[src/sv/iopb_pkg.sv]
// ----------------------------------------------------------------------------
// iopb_pkg
// Shared types, port codes and constants for the I/O port block.
// ----------------------------------------------------------------------------
package iopb_pkg;

	// Highest selectable memory bank
	localparam logic [3:0] MAX_BANK = 4'd7;

	// Access kinds
	localparam logic FUNC_READ  = 1'b0;
	localparam logic FUNC_WRITE = 1'b1;

	// Port addresses
	localparam logic [7:0] PORT_SIO_STAT = 8'd0;
	localparam logic [7:0] PORT_SIO_DATA = 8'd1;
	localparam logic [7:0] PORT_BANK     = 8'd64;
	localparam logic [7:0] PORT_CTRL     = 8'd160;
	localparam logic [7:0] PORT_SW_A     = 8'd254;
	localparam logic [7:0] PORT_SW_B     = 8'd255;

	// Control port magic unlock byte
	localparam logic [7:0] CTRL_UNLOCK = 8'haa;

	// LED commands
	localparam logic [1:0] LED_NONE = 2'd0;
	localparam logic [1:0] LED_OFF  = 2'd1;
	localparam logic [1:0] LED_ON   = 2'd2;

	// CPU model change commands
	localparam logic [1:0] CPU_NONE = 2'd0;
	localparam logic [1:0] CPU_8080 = 2'd1;
	localparam logic [1:0] CPU_Z80  = 2'd2;

	// Reset value of the unmapped read byte
	localparam logic [7:0] UNMAPPED_RESET = 8'hff;

	// Stream widths
	localparam int TDATA_W = 32;

	// One port access
	typedef struct packed {
		logic       func;
		logic [7:0] port;
		logic [7:0] write_data;
		logic       rx_ready;
		logic [7:0] rx_byte;
	} item_t;

	// One access result
	typedef struct packed {
		logic [7:0] read_data;
		logic       rx_take;
		logic       tx_valid;
		logic [6:0] tx_byte;
		logic [1:0] led_state;
		logic       halt_request;
		logic       reset_request;
		logic [1:0] cpu_switch;
		logic       bank_write;
		logic [3:0] bank_select;
		logic       bank_error;
	} result_t;

	// Architectural state of the block
	typedef struct packed {
		logic [7:0] last_received;
		logic [7:0] switch_value;
		logic       control_locked;
		logic [3:0] current_bank;
	} state_t;

endpackage

[src/sv/iopb_decode.sv]
// ----------------------------------------------------------------------------
// iopb_decode
// Port decode: forms the result and the next state for one access.
// ----------------------------------------------------------------------------
module iopb_decode
	import iopb_pkg::*;
(
	input  item_t      item,
	input  state_t     cur,
	input  logic [7:0] unmapped_read_value,
	output result_t    res,
	output state_t     nxt
);

	always_comb begin
		res = '0;
		nxt = cur;
		if (item.func == FUNC_READ) begin
			// Read side
			case (item.port)
				PORT_SIO_STAT: res.read_data = item.rx_ready ? 8'h00 : 8'h01;
				PORT_SIO_DATA: begin
					if (item.rx_ready) begin
						nxt.last_received = item.rx_byte;
						res.rx_take = 1'b1;
					end
					res.read_data = nxt.last_received;
				end
				PORT_BANK:     res.read_data = {MAX_BANK, cur.current_bank};
				PORT_CTRL:     res.read_data = cur.control_locked ? 8'hff : 8'h00;
				PORT_SW_A,
				PORT_SW_B:     res.read_data = cur.switch_value;
				default:       res.read_data = unmapped_read_value;
			endcase
		end else begin
			// Write side
			case (item.port)
				PORT_SIO_STAT: res.led_state = (item.write_data != 8'h00) ? LED_ON : LED_OFF;
				PORT_SIO_DATA: begin
					res.tx_valid = 1'b1;
					res.tx_byte  = item.write_data[6:0];
				end
				PORT_BANK: begin
					if (item.write_data > {4'h0, MAX_BANK}) begin
						res.bank_error = 1'b1;
					end else begin
						nxt.current_bank = item.write_data[3:0];
						res.bank_write   = 1'b1;
					end
				end
				PORT_CTRL: begin
					if (cur.control_locked) begin
						// Unlock only on the magic byte
						if (item.write_data == CTRL_UNLOCK) begin
							nxt.control_locked = 1'b0;
						end
					end else begin
						// Relock and take the highest-priority request
						nxt.control_locked = 1'b1;
						if (item.write_data[7]) begin
							res.halt_request = 1'b1;
						end else if (item.write_data[6]) begin
							res.reset_request = 1'b1;
						end else if (item.write_data[5]) begin
							res.cpu_switch = CPU_Z80;
						end else if (item.write_data[4]) begin
							res.cpu_switch = CPU_8080;
						end
					end
				end
				PORT_SW_A:     nxt.switch_value = item.write_data;
				default:       ;
			endcase
		end
		res.bank_select = nxt.current_bank;
	end

endmodule

[src/sv/io_port_block_with_locked_control.sv]
// ----------------------------------------------------------------------------
// io_port_block_with_locked_control
// CPU I/O port block: serial, LED, bank, locked control and switch ports.
// ----------------------------------------------------------------------------
//  channel   | direction | handshake         | payload
//  ----------+-----------+-------------------+------------------------------
//  s_*       | in        | s_tvalid/s_tready | one port access
//  m_*       | out       | m_tvalid/m_tready | one result per access
//  cfg_*     | in        | cfg_we            | unmapped read byte
//
//  One access per cycle unless m_tready stalls: an accepted transfer is held in
//  the input register, is decoded against the state registers and lands in the
//  result register, where the state is also updated.
//  Reset restores the lock, bank, switch and receive registers and empties
//  both stages. A stall on m_tready holds both stages; the input stage still
//  takes a transfer while the result register is full but its own is empty.
// ----------------------------------------------------------------------------
module io_port_block_with_locked_control
	import iopb_pkg::*;
(
	input  logic               clk,
	input  logic               arst_n,
	input  logic               s_tvalid,
	output logic               s_tready,
	// [7:0] port, [15:8] write_data, [16] rx_ready, [24:17] rx_byte
	input  logic [TDATA_W-1:0] s_tdata,
	// [0] func
	input  logic [0:0]         s_tuser,
	output logic               m_tvalid,
	input  logic               m_tready,
	// [7:0] read_data, [8] rx_take, [9] tx_valid, [16:10] tx_byte,
	// [18:17] led_state, [19] halt_request, [20] reset_request,
	// [22:21] cpu_switch, [23] bank_write, [27:24] bank_select, [28] bank_error
	output logic [TDATA_W-1:0] m_tdata,
	input  logic               cfg_we,
	input  logic [7:0]         cfg_wdata
);

	item_t      item_s1;
	logic       valid_s1;
	result_t    res_s2;
	logic       valid_s2;
	state_t     state_q;
	state_t     state_nxt;
	result_t    res_nxt;
	logic [7:0] unmapped_q;
	logic       adv_s2;
	logic       adv_s1;
	item_t      in_item;

	// Unpack the incoming transfer
	assign in_item.func       = s_tuser[0];
	assign in_item.port       = s_tdata[7:0];
	assign in_item.write_data = s_tdata[15:8];
	assign in_item.rx_ready   = s_tdata[16];
	assign in_item.rx_byte    = s_tdata[24:17];

	// Stage flow control
	assign adv_s2   = valid_s1 && (!valid_s2 || m_tready);
	assign s_tready = !valid_s1 || adv_s2;
	assign adv_s1   = s_tvalid && s_tready;

	// Hold the unmapped read byte
	always_ff @(posedge clk or negedge arst_n) begin
		if (!arst_n) begin
			unmapped_q <= UNMAPPED_RESET;
		end else if (cfg_we) begin
			unmapped_q <= cfg_wdata;
		end
	end

	// Input register
	always_ff @(posedge clk or negedge arst_n) begin
		if (!arst_n) begin
			valid_s1 <= 1'b0;
		end else if (s_tready) begin
			valid_s1 <= s_tvalid;
		end
	end

	always_ff @(posedge clk) begin
		if (adv_s1) begin
			item_s1 <= in_item;
		end
	end

	iopb_decode u_decode (
		.item                (item_s1),
		.cur                 (state_q),
		.unmapped_read_value (unmapped_q),
		.res                 (res_nxt),
		.nxt                 (state_nxt)
	);

	// Advance the state as each access retires into the result register
	always_ff @(posedge clk or negedge arst_n) begin
		if (!arst_n) begin
			state_q.last_received  <= 8'h00;
			state_q.switch_value   <= 8'h00;
			state_q.control_locked <= 1'b1;
			state_q.current_bank   <= 4'h0;
		end else if (adv_s2) begin
			state_q <= state_nxt;
		end
	end

	// Result register
	always_ff @(posedge clk or negedge arst_n) begin
		if (!arst_n) begin
			valid_s2 <= 1'b0;
		end else if (!valid_s2 || m_tready) begin
			valid_s2 <= valid_s1;
		end
	end

	always_ff @(posedge clk) begin
		if (adv_s2) begin
			res_s2 <= res_nxt;
		end
	end

	// Pack the outgoing transfer
	assign m_tvalid = valid_s2;
	assign m_tdata  = {3'b000,
		res_s2.bank_error, res_s2.bank_select, res_s2.bank_write,
		res_s2.cpu_switch, res_s2.reset_request, res_s2.halt_request,
		res_s2.led_state, res_s2.tx_byte, res_s2.tx_valid,
		res_s2.rx_take, res_s2.read_data};

endmodule
[config.mk]
export PLATFORM = sky130hd
export DESIGN_NAME = io_port_block_with_locked_control
export DESIGN_NICKNAME = d
export VERILOG_FILES = /design/src/sv/iopb_pkg.sv /design/src/sv/iopb_decode.sv /design/src/sv/io_port_block_with_locked_control.sv
export SDC_FILE = /design/constraint.sdc
export NUM_CORES = 1
export LEC_CHECK = 0
export ABC_AREA = 1
export BUFFER_PORTS_ARGS = -buffer_cell sky130_fd_sc_hd__buf_2
export CAP_MARGIN = 20
export CORE_ASPECT_RATIO = 0.6
export CORE_MARGIN = 5
export CORE_UTILIZATION = 40
export CTS_BUF_LIST = sky130_fd_sc_hd__clkbuf_2
export DETAILED_ROUTE_END_ITERATION = 7
export GPL_TIMING_DRIVEN = 0
export HOLD_SLACK_MARGIN = 0.06
export PLACE_DENSITY_LB_ADDON = 0.05
export SLEW_MARGIN = 20
export SYNTH_ARGS = -nofsm -noshare
export SYNTH_HDL_FRONTEND = slang
export SYNTH_SLANG_ARGS = --single-unit
[constraint.sdc]
create_clock -name clk -period 1.78 [get_ports clk]
set_input_delay 0.089 -clock clk [delete_from_list [all_inputs] [get_ports clk]]
set_output_delay 0.089 -clock clk [all_outputs]
set_load 0.005 [all_outputs]
* Word-level counts from Yosys, hierarchy flattened
Index checks and enable logic that the tools add are counted.
Word-level totals: register bits after elaboration 86, bits of input ports 46, output and inout port bits 34, logic and storage cells 72
Cells by class: order comparisons 1, equal/unequal tests 6, multiplexer cells 18, bitwise operators 3, reductions and logical operators 20
Operator list (number):
- 8-bit case mux with 5 select lines | 1
- 8-bit equality test, second input constant | 4
- 8-bit two-way mux | 3
- 4-bit two-way mux | 3
- 1-bit two-way mux | 9
- 3-bit AND reduction | 3
- 8-bit by 1-bit equality test with 1-bit output, second input constant | 1
- 8-bit by 7-bit equality test with 1-bit output, second input constant | 1
- 8-bit by 3-bit > comparator with 1-bit output, second input constant | 1
- 8-bit logical NOT | 1
- 8-bit nonzero test | 1
- 2-bit AND reduction | 3
- 6-bit OR reduction | 1
- 5-bit OR reduction | 1
- 2-bit two-way mux | 2
- 2-bit OR reduction | 2
- 4-bit OR reduction | 1
- 1-bit inverter | 3
- 3-bit OR reduction | 1
- 1-bit logical AND | 2
- 1-bit logical NOT | 2
- 1-bit logical OR | 2

* Longest topological paths before layout
Gate-level depths: netlist (run 1).
depth in word-level cells 5, mapped depth 9, gate-level depth less buffers 9

* By module
A second synthesis (run 1) with hierarchy kept.
Second synthesis, totals: cells, all modules 410, area, all modules 3973.8 µm²
By module, submodules not included:
- io_port_block_with_locked_control | instances 1, cells an instance 193, area each 2907.8 µm², sequential area each 2438.6 µm²
- iopb_decode | instances 1, cells an instance 217, area each 1066.0 µm², sequential area each 0.0 µm²

* Worst setup path after synthesis (run 1)
OpenSTA, ideal clock, no wires.
path kind register to register, start point reg valid_s2, in the netlist m_tvalid, end point reg state_q[1] (netlist bit), setup time 0.118 ns, arrival 1.728 ns, required time 1.662 ns, setup slack -0.067 ns, cell stages (with the launch flop) 7, buffers on the path 0, clock period less this slack 1.847 ns, cells stage by stage dfrtp_1 > nand2_1 > nand2_1 > inv_1 > nand3_1 > o21ai_1 > inv_1
Between the ends: word-level cells in the longest chain between the ends 3
RTL lines:
- start, declared | line io_port_block_with_locked_control.sv:42 | logic valid_s2;
- start signal, assigned | line io_port_block_with_locked_control.sv:112 | valid_s2 <= valid_s1;
- 1-bit logical NOT | line io_port_block_with_locked_control.sv:59 | assign adv_s2 = valid_s1 && (!valid_s2 || m_tready);
- 1-bit logical OR | line io_port_block_with_locked_control.sv:59
- 1-bit logical AND | line io_port_block_with_locked_control.sv:59
- via adv_s2 | line io_port_block_with_locked_control.sv:47 | logic adv_s2;
- end signal, assigned | line io_port_block_with_locked_control.sv:103 | state_q <= state_nxt;
- end, declared | line io_port_block_with_locked_control.sv:43 | state_t state_q;
The timed path passes the listed nets, and every way through them passes these cells. A chain may end at the register's enable or synchronous reset.

* Worst setup path after layout (run 1)
start point reg valid_s2, in the netlist m_tvalid, end point reg state_q[19] (netlist bit)
Between the ends: word-level cells in the longest chain between the ends 4
RTL lines (line):
- 1-bit logical NOT | io_port_block_with_locked_control.sv:59
- 1-bit logical OR | io_port_block_with_locked_control.sv:59
- 1-bit logical AND | io_port_block_with_locked_control.sv:59
- via adv_s2 | io_port_block_with_locked_control.sv:47
- 3-bit AND reduction (no source line)
The timed path passes the listed nets, and every way through them passes these cells.

==> results.sh, run 1 <==
export IMPL_dp_hpwl_mm=5.95
export IMPL_fmax_mhz=603
export IMPL_synth_cell_types=30
export IMPL_fin_area_um2=4910
export IMPL_worst_setup_path_type="reg2reg"
export IMPL_gp_congestion=0.832
export IMPL_overflow=0
export IMPL_clockRootBuffer="clkbuf_2"
export IMPL_num_nets_final=524
export IMPL_skew_ns=0.0295
export IMPL_fp_dieH_um=85.0
export IMPL_drive_gt1_frac=0.319
export IMPL_drtPass1Iterations=4
export IMPL_cts_made_buffers=9
export IMPL_period_minus_slack_ns=1.66
export IMPL_period_share=0.932
export IMPL_synth_edf_count=55
export IMPL_stdcell_count=613
export IMPL_rows=27
export IMPL_antenna_cells=0
export IMPL_grt_pass1_wl_mm=14.2
export IMPL_grt_max_degree=32
export IMPL_grtUsageMet3=0.0504
export IMPL_avgSynthCellArea_um2=10.8
export IMPL_setup_viol=0
export IMPL_fin_hold_ws_ns=0.123
export IMPL_end_kind="register"
export IMPL_dr_first_iter_drc_count=192
export IMPL_synth_seq_cells=86
export IMPL_num_io_pins=80
export IMPL_rsz0062_at_grt="no"
export IMPL_fin_setup_tns_ns=0
export IMPL_place_inst=546
export IMPL_yosysSeqAreaShare=0.650
export IMPL_cts_tree="built"
export IMPL_finalWirelength_mm=8.74
export IMPL_postPlaceCellArea_um2=4270
export IMPL_die_area_um2=11500
export IMPL_cap_viol_max_count=0
export IMPL_synth_warnings=0
export IMPL_vias=2818
export IMPL_portBuffers=68
export IMPL_viasPerCell=4.60
export IMPL_insertion_delay_ns=0.57
export IMPL_grt_pass1_vias=2720
export IMPL_powerDensity_nw_per_um2=824
export IMPL_tightest_slew_ns=0.816
export IMPL_busiest_layer="met1"
export IMPL_drc=0
export IMPL_clock_path_buffers=2
export IMPL_syn_inst=346
export IMPL_status="complete, no violations"
export IMPL_area_delta_synth_final_pct=30.8
export IMPL_routedWlPerCell_um=14.3
export IMPL_irDropWorstVdd_uv=550
export IMPL_critPathArrivalTime_ns=2.16
export IMPL_grt_usage=0.162
export IMPL_core_um2=9160
export IMPL_final_hold_viol_count=0
export IMPL_gr_usage_met2=0.229
export IMPL_max_slew_margin=0.456
export IMPL_htree_num_levels=3
export IMPL_die_w_um=135
export IMPL_cp_start_kind="register"
export IMPL_crit_required_ns=2.28
export IMPL_drt_antenna_violating_nets=0
export IMPL_maxSlewViolCount=0
export IMPL_p_leak_nw=2.22
export IMPL_initial_core_util=0.410
export IMPL_cts_sinks=86
export IMPL_grtUsageMet1=0.241
export IMPL_async_flop_share=0.360
export IMPL_antenna_found_initial=0
export IMPL_synth_area_um2=3750
export IMPL_ys_flop_type="edfxtp_1"
export IMPL_finish_utilization=0.536
export IMPL_clk_pin_slew_ns=0.23
export IMPL_crit_fanout=10
export IMPL_min_path_type="in2async"
-- through the flow --
step	setup slack, ns	total power, mW
finish	0.121	4.04
global route	0.0000999	4.23
CTS	0.114	4.08
detailed placement	-0.472	2.86
global placement	-0.457	2.85
floorplan	0.0727	2.65
-- worst paths after layout --
path	start	to	slack, ns	depth (start not counted)
setup / recovery	m_tvalid	state_q[19]	0.12	7
hold / removal	arst_n	state_q[5]	0.12	2
setup reg to reg	m_tvalid	state_q[19]	0.12	7
hold reg to reg	state_q[5]	state_q[5]	0.52	2
max in group asynchronous	arst_n	valid_s1	1.13	2
min in group clk	s_tdata[10]	item_s1[11]	0.21	2
-- registers in the layout, indices dropped and copies added (netlist names) --
| name | flops |
|---|---|
| m_tdata | 29 |
| item_s1 | 26 |
| state_q | 21 |
| unmapped_q | 8 |
| m_tvalid | 1 |
| valid_s1 | 1 |
-- per-layer routing --
layer  share of wire  wire, µm
met1            0.49      4260
met2            0.43      3730
met3           0.081       710
met4          0.0043        38
met5               0         0
-- worst max-delay path, stage by stage, from the launching register on --
cell        delay (ns)
dfrtp_1           0.40
nand2_1           0.08
nand2_1           0.31
clkinvlp_4        0.30
nand3_4           0.19
buf_6             0.19
nor2_2            0.05
a21oi_2           0.10
-- synth_stat cells (7+ instances only) --
cell type   n  area share
nand3_1    21       0.028
nand2_2     7       0.012
a21oi_2     7       0.016
nor2_1     38       0.038
edfxtp_1   55        0.44
dfrtp_1    22        0.15
dfstp_2     9       0.063
inv_1      37       0.037
nand2_1    75       0.075
o21ai_2     9       0.021
o21ai_0    13       0.017
-- power breakdown --
part / leakage, nW / total [mW] / switching (mW) / internal (mW)
sequential: 0.883 / 2.38 / 0.0572 / 2.33
combinational: 1.26 / 0.540 / 0.301 / 0.238
clock: 0.0798 / 1.12 / 0.643 / 0.477
total: 2.22 / 4.04 / 1.00 / 3.04
-- layout make-up --
cell class / count / area, µm²
repair inverters: 1 / 7.51
flip-flops and latches: 86 / 2440
inverters: 42 / 170
clock inverters: 4 / 71.3
fillers: 827 / 4240
clock buffers: 12 / 60.1
well taps: 130 / 163
multi-input cells: 211 / 1090
repair buffers: 118 / 833
plain buffers: 9 / 72.6
-- kinds of logic after synthesis --
family	share of synthesized area
buf+inv	0.0627
flops	0.650
compound gates	0.0687
other cells	0.000999
mux	0.0180
simple gates	0.200
-- cell usage in the layout, fill, tap and decap left out, types with 4 or more instances in the layout --
cell type and count:
a21oi_1 6, clkinvlp_4 4, clkbuf_2 13, nand2_2 7, o21ai_2 9, inv_1 35
nand2_1 75, o21ai_0 13, nor2_4 4, nor2_1 37, nor2_2 4, dlygate4sd3_1 47
dfstp_2 9, nand3_1 21, edfxtp_1 55, nor3_1 5, buf_4 7, a21oi_2 7
dfrtp_1 22, mux2_2 6, buf_2 68
-- timing repair --
action | CTS | global route
endpoints found under the hold margin | 67 | 0
hold buffers | 47 | 0
setup buffers | 2 | 1
gates cloned | 1 | 0
gates resized for setup | 2 | 2
endpoints found under the setup margin | 66 | 2
No activity file was read; power rests on OpenSTA's default activity.
==> inputs of run 2 (changes only) <==
- CORE_MARGIN: 5 -> unset
==> results.sh, run 2 (synthesized netlist as in run 1, its figures left out) <==
export IMPL_clockRootBuffer="clkbuf_2"
export IMPL_overflow=0
export IMPL_clk_pin_slew_ns=0.21
export IMPL_cp_start_kind="register"
export IMPL_cap_viol_max_count=0
export IMPL_core_um2=8820
export IMPL_worst_setup_path_type="reg2reg"
export IMPL_powerDensity_nw_per_um2=771
export IMPL_status="complete, no violations"
export IMPL_fin_hold_ws_ns=0.126
export IMPL_skew_ns=0.0258
export IMPL_insertion_delay_ns=0.54
export IMPL_drive_gt1_frac=0.318
export IMPL_finish_utilization=0.552
export IMPL_max_slew_margin=0.475
export IMPL_htree_num_levels=3
export IMPL_clock_path_buffers=2
export IMPL_portBuffers=68
export IMPL_final_hold_viol_count=0
export IMPL_irDropWorstVdd_uv=443
export IMPL_area_delta_synth_final_pct=29.7
export IMPL_initial_core_util=0.426
export IMPL_routedWlPerCell_um=14.0
export IMPL_dr_first_iter_drc_count=161
export IMPL_period_minus_slack_ns=1.59
export IMPL_crit_fanout=8
export IMPL_drt_antenna_violating_nets=0
export IMPL_critPathArrivalTime_ns=1.93
export IMPL_period_share=0.894
export IMPL_gp_congestion=0.789
export IMPL_maxSlewViolCount=0
export IMPL_rows=26
export IMPL_setup_viol=0
export IMPL_min_path_type="in2async"
export IMPL_end_kind="register"
export IMPL_tightest_slew_ns=0.788
export IMPL_crit_required_ns=2.12
export IMPL_cts_tree="built"
export IMPL_antenna_cells=0
export IMPL_die_w_um=127
export IMPL_fin_area_um2=4870
export IMPL_postPlaceCellArea_um2=4260
export IMPL_num_nets_final=526
export IMPL_grtUsageMet3=0.0558
export IMPL_vias=2744
export IMPL_busiest_layer="met2"
export IMPL_grt_usage=0.192
export IMPL_p_leak_nw=2.21
export IMPL_dp_hpwl_mm=5.70
export IMPL_dp_slack_ns=-0.477
export IMPL_fmax_mhz=628
export IMPL_fp_dieH_um=77.0
export IMPL_gr_usage_met2=0.281
export IMPL_fillCellCount=809
export IMPL_viasPerCell=4.49
export IMPL_grt_pass1_vias=2761
export IMPL_setup_slack_ns=0.189
export IMPL_rsz0062_at_grt="no"
export IMPL_largest_reg_flops=29
export IMPL_cts_made_buffers=9
export IMPL_final_common_cell="nand2_1"
export IMPL_grt_max_degree=32
export IMPL_grtUsageMet1=0.274
export IMPL_drc=0
export IMPL_final_cell_mix="73 x nand2_1, 68 x buf_2, 55 x edfxtp_1, 48 x dlygate4sd3_1, 38 x nor2_1"
export IMPL_num_io_pins=80
export IMPL_antenna_found_initial=0
export IMPL_grt_pass1_wl_mm=13.9
export IMPL_cts_sinks=86
export IMPL_drtPass1Iterations=4
export IMPL_die_area_um2=9790
export IMPL_finalWirelength_mm=8.54
[run 2: cell types whose count changed in the layout (fill, tap and decap cells not counted), moves of 2 or more]
cell	change
bufinv_16	-2
nand2_2	+2
clkinv_2	+2
nand2_1	-2
[run 2: per-layer routing]
metal,routed length [µm],share of wire,vias to the layer above
met3,586,0.069,2
li1,-,-,1408
met2,3650,0.43,82
met4,31,0.0036,0
met5,0,0,-
met1,4270,0.50,1252
[run 2: worst max-delay path, stage by stage, from the launching register on]
cell      delay (ns)
edfxtp_1        0.49
nor2_1          0.12
nand2_1         0.10
inv_2           0.11
nand2_2         0.13
nor2_2          0.14
nand2_2         0.12
o21ai_1         0.15
inv_1           0.05
[run 2: repair_timing]
item | in CTS | in global routing
setup buffers | 4 | 0
hold buffers | 48 | 0
hold endpoints to repair | 67 | 0
endpoints found under the setup margin | 66 | 10
gates cloned | 1 | 0
gates resized for setup | 2 | 3
[run 2: path summary, 6_finish.rpt]
| check | from | to | slack, ns | depth (start not counted) |
|---|---|---|---|---|
| max in group asynchronous | arst_n | m_tvalid | 1.15 | 2 |
| min reg2reg | state_q[20] | state_q[20] | 0.52 | 2 |
| max reg2reg | item_s1[17] | m_tdata[25] | 0.19 | 8 |
| max | item_s1[17] | m_tdata[25] | 0.19 | 8 |
| min | arst_n | state_q[18] | 0.13 | 2 |
| min in group clk | s_tdata[22] | item_s1[5] | 0.24 | 2 |
[run 2: area by class of cell]
type                    count  area (µm²)  share of cell area
flip-flops and latches     86        2440               0.501
multi-input cells         211        1090               0.224
repair buffers            120         851               0.175
inverters                  42         170              0.0350
well taps                 126         158              0.0324
plain buffers               9        72.6              0.0149
clock buffers              12        60.1              0.0123
clock inverters             4        17.5             0.00360
repair inverters            1        7.51             0.00154
[run 2: report_power, final]
part / switching [mW] / internal, mW
Clock: 0.629 / 0.189
Combinational: 0.301 / 0.249
Sequential: 0.0597 / 2.33
[run 2: stage by stage]
stage / total power, mW / setup TNS (ns) / std cells
global placement: 2.85 / -8.37 / 542
global route: 3.95 / 0 / 611
finish: 3.75 / 0 / 611
detailed placement: 2.86 / -10.06 / 542
floorplan: 2.65 / 0 / 348
CTS: 3.78 / 0 / 611
